File: config.mk
export PLATFORM = sky130hd
export DESIGN_NAME = gregorian_date_calculator_unit
export DESIGN_NICKNAME = d
export VERILOG_FILES = /design/src/rtl/core/gdc_pkg.sv /design/src/rtl/core/gregorian_date_calculator_unit.sv /design/src/rtl/core/gdc_date_conv.sv /design/src/rtl/core/gdc_finish.sv
export SDC_FILE = /design/constraint.sdc
export NUM_CORES = 2
export LEC_CHECK = 0
export ABC_CLOCK_PERIOD_IN_PS = 8100
export BUFFER_PORTS_ARGS = -buffer_cell sky130_fd_sc_hd__buf_2
export CAP_MARGIN = 40
export CORE_MARGIN = 8
export CORE_UTILIZATION = 38
export CTS_BUF_LIST = sky130_fd_sc_hd__clkbuf_8 sky130_fd_sc_hd__clkbuf_16
export DETAILED_ROUTE_END_ITERATION = 10
export PLACE_DENSITY = 0.56
export SETUP_SLACK_MARGIN = 0.15
export SYNTH_ARGS = -nofsm -noshare
export SYNTH_HDL_FRONTEND = slang
export SYNTH_SLANG_ARGS = --single-unit
export TNS_END_PERCENT = 5
File: constraint.sdc
create_clock -name clk -period 8.1 [get_ports clk]
set_input_delay 0.405 -clock clk [delete_from_list [all_inputs] [get_ports clk]]
set_output_delay 0.405 -clock clk [all_outputs]
set_load 0.1 [all_outputs]
File: src/rtl/core/gdc_pkg.sv
// Shared widths, constants, stage handshake types and calendar tables for the date calculator.
`timescale 1ns / 1ps

package gdc_pkg;

  localparam int DAY_W  = 5;
  localparam int MON_W  = 4;
  localparam int YEAR_W = 14;
  localparam int DOY_W  = 9;
  localparam int DNUM_W = 23;
  localparam int WD_W   = 3;
  localparam int DIFF_W = 22;

  // Divide by 25 as multiply by reciprocal: exact for operands below 2^15
  localparam int DIV25_S = 19;
  localparam int DIV25_W = 15;
  localparam logic [DIV25_W-1:0] DIV25_K = 15'd20972;
  localparam int Q25_W = 10;

  // Divide by 7 as multiply by reciprocal: exact for operands below 2^23
  localparam int DIV7_S = 26;
  localparam int DIV7_W = 24;
  localparam logic [DIV7_W-1:0] DIV7_K = 24'd9586981;
  localparam int Q7_W = DNUM_W + DIV7_W - DIV7_S;

  localparam logic [MON_W-1:0] MON_JAN = 4'd1;
  localparam logic [MON_W-1:0] MON_FEB = 4'd2;
  localparam logic [MON_W-1:0] MON_DEC = 4'd12;

  // Day 0 of the count (1/1/0) fell on a Saturday
  localparam logic [DNUM_W-1:0] WD_OFFSET = 23'd6;

  typedef struct packed {
    logic s1;
    logic s2;
    logic s3;
    logic s4;
    logic s5;
  } gdc_adv_t;

  typedef struct packed {
    logic              valid;
    logic              leap;
    logic              last_dom;
    logic [DOY_W-1:0]  doy;
    logic [DNUM_W-1:0] dnum;
    logic [DAY_W-1:0]  day;
    logic [MON_W-1:0]  month;
    logic [YEAR_W-1:0] year;
  } gdc_date_t;

  // Days in the months before the given one, common year
  function automatic logic [DOY_W-1:0] cum_days(input logic [MON_W-1:0] month);
    logic [DOY_W-1:0] r;
    unique case (month)
      4'd1:    r = 9'd0;
      4'd2:    r = 9'd31;
      4'd3:    r = 9'd59;
      4'd4:    r = 9'd90;
      4'd5:    r = 9'd120;
      4'd6:    r = 9'd151;
      4'd7:    r = 9'd181;
      4'd8:    r = 9'd212;
      4'd9:    r = 9'd243;
      4'd10:   r = 9'd273;
      4'd11:   r = 9'd304;
      4'd12:   r = 9'd334;
      default: r = 9'd0;
    endcase
    return r;
  endfunction

  // Length of a month; zero for month codes outside the year
  function automatic logic [DAY_W-1:0] month_days(input logic [MON_W-1:0] month,
                                                  input logic leap);
    logic [DAY_W-1:0] r;
    unique case (month)
      4'd1, 4'd3, 4'd5, 4'd7, 4'd8, 4'd10, 4'd12: r = 5'd31;
      4'd4, 4'd6, 4'd9, 4'd11:                    r = 5'd30;
      4'd2:                                       r = leap ? 5'd29 : 5'd28;
      default:                                    r = 5'd0;
    endcase
    return r;
  endfunction

endpackage

File: src/rtl/core/gregorian_date_calculator_unit.sv
// Gregorian date calculator: one date pair per cycle unless the output stalls.
// Five register stages, each with its own valid bit.
// A stage loads when it is empty or the stage after it moves, so bubbles close up
// and a stalled output holds every stage without loss.
// Reset (rst, synchronous, active high) clears the stage valid bits only.
`timescale 1ns / 1ps

module gregorian_date_calculator_unit
  import gdc_pkg::*;
#(
  parameter int unsigned MAX_YEAR = 9999
) (
  input  logic        clk,
  input  logic        rst,
  input  logic        s_axis_tvalid,
  output logic        s_axis_tready,
  // start_day[4:0], start_month[8:5], start_year[22:9],
  // end_day[27:23], end_month[31:28], end_year[45:32], zero fill [47:46]
  input  logic [47:0] s_axis_tdata,
  output logic        m_axis_tvalid,
  input  logic        m_axis_tready,
  // start_valid[0], end_valid[1], leap_year[2], day_of_year[11:3], weekday[14:12],
  // next_day[19:15], next_month[23:20], next_year[37:24], days_between[59:38],
  // zero fill [63:60]
  output logic [63:0] m_axis_tdata
);

  // Stage valid bits and load enables
  logic [4:0] vld;
  logic [4:0] rdy;
  gdc_adv_t   adv;

  assign rdy[4] = !vld[4] || m_axis_tready;
  assign rdy[3] = !vld[3] || rdy[4];
  assign rdy[2] = !vld[2] || rdy[3];
  assign rdy[1] = !vld[1] || rdy[2];
  assign rdy[0] = !vld[0] || rdy[1];

  assign adv.s1 = rdy[0];
  assign adv.s2 = rdy[1];
  assign adv.s3 = rdy[2];
  assign adv.s4 = rdy[3];
  assign adv.s5 = rdy[4];

  assign s_axis_tready = rdy[0];
  assign m_axis_tvalid = vld[4];

  // Advance valid bits alongside the payload
  always_ff @(posedge clk) begin
    if (rst) begin
      vld <= '0;
    end else begin
      if (rdy[0]) vld[0] <= s_axis_tvalid;
      if (rdy[1]) vld[1] <= vld[0];
      if (rdy[2]) vld[2] <= vld[1];
      if (rdy[3]) vld[3] <= vld[2];
      if (rdy[4]) vld[4] <= vld[3];
    end
  end

  gdc_date_t start_date;
  gdc_date_t end_date;

  gdc_date_conv #(
    .MAX_YEAR (MAX_YEAR)
  ) u_conv_start (
    .clk   (clk),
    .adv   (adv),
    .day   (s_axis_tdata[4:0]),
    .month (s_axis_tdata[8:5]),
    .year  (s_axis_tdata[22:9]),
    .date  (start_date)
  );

  gdc_date_conv #(
    .MAX_YEAR (MAX_YEAR)
  ) u_conv_end (
    .clk   (clk),
    .adv   (adv),
    .day   (s_axis_tdata[27:23]),
    .month (s_axis_tdata[31:28]),
    .year  (s_axis_tdata[45:32]),
    .date  (end_date)
  );

  logic              start_valid;
  logic              end_valid;
  logic              leap_year;
  logic [DOY_W-1:0]  day_of_year;
  logic [WD_W-1:0]   weekday;
  logic [DAY_W-1:0]  next_day;
  logic [MON_W-1:0]  next_month;
  logic [YEAR_W-1:0] next_year;
  logic [DIFF_W-1:0] days_between;

  gdc_finish u_finish (
    .clk          (clk),
    .adv          (adv),
    .start_date   (start_date),
    .end_date     (end_date),
    .start_valid  (start_valid),
    .end_valid    (end_valid),
    .leap_year    (leap_year),
    .day_of_year  (day_of_year),
    .weekday      (weekday),
    .next_day     (next_day),
    .next_month   (next_month),
    .next_year    (next_year),
    .days_between (days_between)
  );

  // Pack the result transfer
  assign m_axis_tdata = {4'b0000, days_between, next_year, next_month, next_day,
                         weekday, day_of_year, leap_year, end_valid, start_valid};

endmodule

File: src/rtl/core/gdc_date_conv.sv
// Three-stage conversion of one date into validity, leap flag, day of year and day number.
`timescale 1ns / 1ps

module gdc_date_conv
  import gdc_pkg::*;
#(
  parameter int unsigned MAX_YEAR = 9999
) (
  input  logic              clk,
  input  gdc_adv_t          adv,
  input  logic [DAY_W-1:0]  day,
  input  logic [MON_W-1:0]  month,
  input  logic [YEAR_W-1:0] year,
  output gdc_date_t         date
);

  // Stage 1: range checks and reciprocal products
  logic [DAY_W-1:0]          day1;
  logic [MON_W-1:0]          month1;
  logic [YEAR_W-1:0]         year1;
  logic                      range_ok1;
  logic [YEAR_W+DIV25_W-1:0] prod_y1;
  logic [YEAR_W+DIV25_W-1:0] prod_c1;
  logic [YEAR_W+DIV25_W-1:0] prod_q1;
  logic [DNUM_W-1:0]         y365_1;

  logic [YEAR_W:0]   year_p99;
  logic [YEAR_W:0]   year_p399;
  logic [YEAR_W-1:0] cent_base;
  logic [YEAR_W-1:0] quad_base;

  assign year_p99  = {1'b0, year} + (YEAR_W+1)'(99);
  assign year_p399 = {1'b0, year} + (YEAR_W+1)'(399);
  assign cent_base = year_p99[YEAR_W:1] >> 1;
  assign quad_base = year_p399[YEAR_W:1] >> 3;

  always_ff @(posedge clk) begin
    if (adv.s1) begin
      day1      <= day;
      month1    <= month;
      year1     <= year;
      range_ok1 <= (month >= MON_JAN) && (month <= MON_DEC) && (32'(year) <= MAX_YEAR);
      prod_y1   <= (YEAR_W+DIV25_W)'(year) * (YEAR_W+DIV25_W)'(DIV25_K);
      prod_c1   <= (YEAR_W+DIV25_W)'(cent_base) * (YEAR_W+DIV25_W)'(DIV25_K);
      prod_q1   <= (YEAR_W+DIV25_W)'(quad_base) * (YEAR_W+DIV25_W)'(DIV25_K);
      y365_1    <= DNUM_W'(year) * DNUM_W'(365);
    end
  end

  // Stage 2: leap rule, month length, validity, ordinal and leap-day count
  function automatic logic [Q25_W-1:0] q25_slice(input logic [YEAR_W+DIV25_W-1:0] p);
    return p[DIV25_S +: Q25_W];
  endfunction

  logic [Q25_W-1:0]  q25;
  logic [Q25_W-1:0]  qc;
  logic [Q25_W-1:0]  qq;
  logic [YEAR_W:0]   q25_x25;
  logic              div25;
  logic              leap_c;
  logic [DAY_W-1:0]  mlen;
  logic [YEAR_W-1:0] leaps_c;
  logic [YEAR_W-1:0] year_p3;

  assign q25     = q25_slice(prod_y1);
  assign qc      = q25_slice(prod_c1);
  assign qq      = q25_slice(prod_q1);
  assign q25_x25 = ((YEAR_W+1)'(q25) << 4) + ((YEAR_W+1)'(q25) << 3) + (YEAR_W+1)'(q25);
  assign div25   = (q25_x25 == {1'b0, year1});
  assign leap_c  = (year1[1:0] == 2'b00) && (!div25 || (year1[3:0] == 4'b0000));
  assign mlen    = month_days(month1, leap_c);
  assign year_p3 = YEAR_W'(({1'b0, year1} + (YEAR_W+1)'(3)) >> 2);
  assign leaps_c = year_p3 - YEAR_W'(qc) + YEAR_W'(qq);

  logic              valid2;
  logic              leap2;
  logic              last2;
  logic [DOY_W-1:0]  doy2;
  logic [YEAR_W-1:0] leaps2;
  logic [DNUM_W-1:0] y365_2;
  logic [DAY_W-1:0]  day2;
  logic [MON_W-1:0]  month2;
  logic [YEAR_W-1:0] year2;

  always_ff @(posedge clk) begin
    if (adv.s2) begin
      valid2 <= range_ok1 && (day1 != '0) && (day1 <= mlen);
      leap2  <= leap_c;
      last2  <= (day1 == mlen);
      doy2   <= cum_days(month1) + DOY_W'(leap_c && (month1 > MON_FEB)) + DOY_W'(day1);
      leaps2 <= leaps_c;
      y365_2 <= y365_1;
      day2   <= day1;
      month2 <= month1;
      year2  <= year1;
    end
  end

  // Stage 3: day number counted from 1/1/0
  always_ff @(posedge clk) begin
    if (adv.s3) begin
      date.valid    <= valid2;
      date.leap     <= leap2;
      date.last_dom <= last2;
      date.doy      <= doy2;
      date.dnum     <= y365_2 + DNUM_W'(leaps2) + DNUM_W'(doy2) - DNUM_W'(1);
      date.day      <= day2;
      date.month    <= month2;
      date.year     <= year2;
    end
  end

endmodule

File: src/rtl/core/gdc_finish.sv
// Final two stages: weekday by reciprocal of seven, following date and day difference.
`timescale 1ns / 1ps

module gdc_finish
  import gdc_pkg::*;
(
  input  logic              clk,
  input  gdc_adv_t          adv,
  input  gdc_date_t         start_date,
  input  gdc_date_t         end_date,
  output logic              start_valid,
  output logic              end_valid,
  output logic              leap_year,
  output logic [DOY_W-1:0]  day_of_year,
  output logic [WD_W-1:0]   weekday,
  output logic [DAY_W-1:0]  next_day,
  output logic [MON_W-1:0]  next_month,
  output logic [YEAR_W-1:0] next_year,
  output logic [DIFF_W-1:0] days_between
);

  // Stage 4: weekday product, following date, difference
  logic [DNUM_W-1:0]        wd_x;
  logic [DNUM_W+DIV7_W-1:0] wd_prod4;
  logic [WD_W-1:0]          wd_low4;
  logic                     sv4;
  logic                     ev4;
  logic                     leap4;
  logic [DOY_W-1:0]         doy4;
  logic [DAY_W-1:0]         nd4;
  logic [MON_W-1:0]         nm4;
  logic [YEAR_W-1:0]        ny4;
  logic [DIFF_W-1:0]        diff4;

  logic [DAY_W-1:0]  nd_c;
  logic [MON_W-1:0]  nm_c;
  logic [YEAR_W-1:0] ny_c;

  assign wd_x = start_date.dnum + WD_OFFSET;

  // Roll over into the next month or year on the last day of a month
  always_comb begin
    nd_c = start_date.day + DAY_W'(1);
    nm_c = start_date.month;
    ny_c = start_date.year;
    if (start_date.last_dom) begin
      nd_c = DAY_W'(1);
      if (start_date.month == MON_DEC) begin
        nm_c = MON_JAN;
        ny_c = start_date.year + YEAR_W'(1);
      end else begin
        nm_c = start_date.month + MON_W'(1);
      end
    end
  end

  always_ff @(posedge clk) begin
    if (adv.s4) begin
      wd_prod4 <= (DNUM_W+DIV7_W)'(wd_x) * (DNUM_W+DIV7_W)'(DIV7_K);
      wd_low4  <= wd_x[WD_W-1:0];
      sv4      <= start_date.valid;
      ev4      <= end_date.valid;
      leap4    <= start_date.leap;
      doy4     <= start_date.doy;
      nd4      <= nd_c;
      nm4      <= nm_c;
      ny4      <= ny_c;
      if (start_date.valid && end_date.valid && (end_date.dnum > start_date.dnum)) begin
        diff4 <= DIFF_W'(end_date.dnum - start_date.dnum);
      end else begin
        diff4 <= '0;
      end
    end
  end

  // Stage 5: remainder mod 7 from the quotient, zero fields of an invalid start
  logic [Q7_W-1:0] q7;
  logic [WD_W-1:0] wd_c;

  assign q7   = wd_prod4[DIV7_S +: Q7_W];
  // x - 7q equals x + q - 8q; only the low bits survive
  assign wd_c = wd_low4 + q7[WD_W-1:0];

  always_ff @(posedge clk) begin
    if (adv.s5) begin
      start_valid  <= sv4;
      end_valid    <= ev4;
      leap_year    <= sv4 && leap4;
      day_of_year  <= sv4 ? doy4 : '0;
      weekday      <= sv4 ? wd_c : '0;
      next_day     <= sv4 ? nd4 : '0;
      next_month   <= sv4 ? nm4 : '0;
      next_year    <= sv4 ? ny4 : '0;
      days_between <= diff4;
    end
  end

endmodule

==> results.json <==
{
  "syn_area_per_cell_um2": 10.9,
  "drt_iter0_drc": 1170,
  "path_cells": "inv_1 -> ha_1 -> nor3_1 -> nand2_1 -> nor3_1 -> nand2_1 -> nor4_1 -> xnor2_1 -> inv_1 -> fa_1 -> fa_1 -> fa_1 -> inv_1 -> fa_1 -> inv_1 -> fa_1 -> fa_1 -> inv_1 -> ha_1 -> a21oi_1 -> o22ai_1 -> a211o_1 -> a21oi_1 -> xnor2_1",
  "slowest_stage": "fa_1",
  "cap_violations": 0,
  "tns_ns": 0,
  "fmax_mhz": 141,
  "finalSetupViolCount": 0,
  "syn_area_um2": 51500,
  "ant_nets": 0,
  "gp_congestion": 0.869,
  "critical_path.top_delay_family": "adder cells",
  "synth_flop_cell": "edfxtp_1",
  "maxSlewHeadroom_pct": 41.7,
  "endpoint_kind": "flop",
  "synth_edf_count": 464,
  "status": "finished clean",
  "arrival_ns": 7.49,
  "ys_warn_count": 0,
  "syn_to_final_growth_pct": 9.76,
  "die_h_um": 384,
  "cts_tree": "done",
  "reg2reg_slack_ns": 0.99,
  "overflow": 0,
  "final_net_count": 6494,
  "routedWlPerCell_um": 15.2,
  "critPathMaxFanout": 5,
  "hpwl_um": 87800,
  "grt_pass1_wl_um": 171000,
  "met2_length_um": 46900,
  "core_um2": 135000,
  "drive_above_1_share_pct": 5.70,
  "rows": 135,
  "fin_crit_ns": 7.11,
  "clock_latency_ns": 0.63,
  "initial_core_util_pct": 38.2,
  "port_buffers": 111,
  "synth.distinct_cells": 79,
  "maxSlewViolCount": 0,
  "path_common_cell": "fa_1",
  "path_clk_slew_ns": 0.07,
  "antenna_found_initial": 5,
  "start_kind": "flop",
  "final_util_pct": 41.9,
  "worst_slew_pin_slew_ns": 0.875,
  "cts.htree.levels": 2,
  "ys_seq_elements": 487,
  "seq_area_frac_synth_pct": 28.0,
  "crit_buf_inv": 5,
  "routed_wl_um": 102000,
  "critical_path.max_stage_delay_ns": 0.54,
  "wl_met3_um": 2990,
  "ios": 118,
  "hold_path.class": "primary input to flop",
  "drcViolationCount": 0,
  "cts_buffer_depth": 3,
  "die_width_um": 384,
  "wl_met1_um": 50100,
  "grtUsageTotal_pct": 14.2,
  "critical_path_class": "flop to flop",
  "dr.pass1.iters": 5,
  "avgViaCountPerCell": 4.62,
  "finalCritPeriodShare_pct": 87.7,
  "highest_layer": "met5",
  "post_cts_buffers": 0,
  "cts_sinks": 487,
  "hold_violations": 0,
  "cts_buffers": 51,
  "hold_slack_ns": 0.120,
  "grt_setup_unrepaired": "false",
  "dieArea_um2": 148000,
  "grt_pass1_vias": 33006,
  "syn_inst": 4707,
  "cts-root-buf": "clkbuf_16",
  "vias": 31188,
  "async_reset_ff_share_pct": 0,
  "grt_start_max_net_pins": 72,
  "crit_required_ns": 8.48,
  "clock_skew_ns": 0.0400
}
-- through the flow --
step,area [um^2],setup WS [ns],cells
5_1_grt,56500,0.462,6744
4_1_cts,56500,0.955,6742
6_report,56500,0.993,6746
3_3_place_gp,54500,0.355,6620
2_1_floorplan,51500,1.28,4710
3_5_place_dp,54600,0.664,6627
-- routing by layer --
metal / GRT usage, % / vias up
met5: 0 / -
met4: 3.71 / 2
met3: 1.47 / 123
met2: 23.8 / 334
met1: 19.6 / 14913
li1: - / 15816
-- area by class of cell --
type / instances / area, um^2
Fill cell: 12917 / 78400
Multi-Input combinational cell: 3003 / 32500
Sequential cell: 487 / 14400
Inverter: 1201 / 4510
Tap cell: 1781 / 2230
Clock buffer: 51 / 1280
Timing Repair Buffer: 175 / 1130
Clock inverter: 44 / 450
Antenna cell: 4 / 10.0
-- Yosys cell counts (all sizes together), types with 19 or more instances --
library cell	instances	area (um^2)
a211oi	19	143
a21o	59	443
a21oi	150	754
and2	41	257
dfxtp	23	460
edfxtp	464	13900
fa	535	10700
ha	988	12400
inv	1201	4510
nand2	136	510
nand2b	32	200
nand3	60	300
nand4	29	181
nor2	150	563
nor2b	46	288
nor3	82	410
nor4	19	119
o21a	34	255
o21ai	95	483
xnor2	257	2250
xor2	66	578
-- worst reg2reg max path, stage by stage, from the launching register on --
cell and delay (ns):
edfxtp_1 0.45, inv_1 0.16, ha_1 0.26, nor3_1 0.39
nand2_1 0.10, nor3_1 0.36, nand2_1 0.21, nor4_1 0.35
xnor2_1 0.23, inv_1 0.10, fa_1 0.50, fa_1 0.43
fa_1 0.49, inv_1 0.06, fa_1 0.53, inv_1 0.06
fa_1 0.48, fa_1 0.54, inv_1 0.04, ha_1 0.30
a21oi_1 0.15, o22ai_1 0.11, a211o_1 0.31, a21oi_1 0.18
xnor2_1 0.08
-- cell usage in the layout, fill, tap and decap left out, drive strengths merged, types with 10 or more instances in the layout --
| master | instances |
|---|---|
| xor2 | 66 |
| o21a | 34 |
| nor2 | 150 |
| o21ai | 95 |
| or3 | 12 |
| o211ai | 13 |
| nand2 | 136 |
| nor2b | 46 |
| a31oi | 17 |
| nand3 | 60 |
| nor4 | 19 |
| nor3 | 82 |
| and3 | 17 |
| nand2b | 32 |
| fa | 535 |
| clkbuf | 51 |
| ha | 988 |
| clkinv | 23 |
| nand4 | 29 |
| a21oi | 150 |
| edfxtp | 464 |
| or2 | 10 |
| a21boi | 12 |
| a211oi | 19 |
| buf | 155 |
| inv | 1212 |
| and2 | 41 |
| or4 | 10 |
| dfxtp | 23 |
| xnor2 | 257 |
| o21bai | 13 |
| dlygate4sd3 | 20 |
| a21o | 59 |
-- path summary, 6_finish.rpt --
check,cells after the start,endpoint,from
setup / recovery,24,u_finish.wd_prod4[27],u_conv_start.date[24]
hold / removal,4,vld[4],m_axis_tready
setup reg to reg,24,u_finish.wd_prod4[27],u_conv_start.date[24]
hold reg to reg,0,u_finish.days_between[9],u_finish.diff4[9]
-- flip-flops by register name, indices dropped and copies added, names as in the netlist, 10 cells and up, named ones only --
name and flops:
u_conv_start.date 58, u_conv_end.date 24, u_conv_end.y365_1 23, u_conv_end.y365_2 23, u_conv_start.y365_1 23, u_finish.days_between 22, u_finish.diff4 22, u_conv_start.y365_2 21
u_conv_end.leaps2 14, u_conv_start.leaps2 14, u_conv_start.year2 14, u_finish.next_year 14, u_finish.ny4 14, u_conv_end.year1 12, u_conv_start.year1 12, u_conv_end.prod_y1 10
u_conv_start.prod_y1 10
-- kinds of logic after synthesis --
logic type | synth area share (%)
compound gates | 6.33
xor+xnor | 5.49
fa+ha+maj | 44.8
buf+inv | 8.96
flops | 28.0
mux | 0.272
other cells | 0.00728
simple gates | 6.19
-- timing repair --
| action | in CTS | in global routing |
|---|---|---|
| endpoints found under the hold margin | 23 | 0 |
| hold buffers | 20 | 0 |
| resized for setup | 0 | 0 |
Power is not shown: default switching activity piles up to over one toggle a cycle in this logic, so the estimate is an artifact.
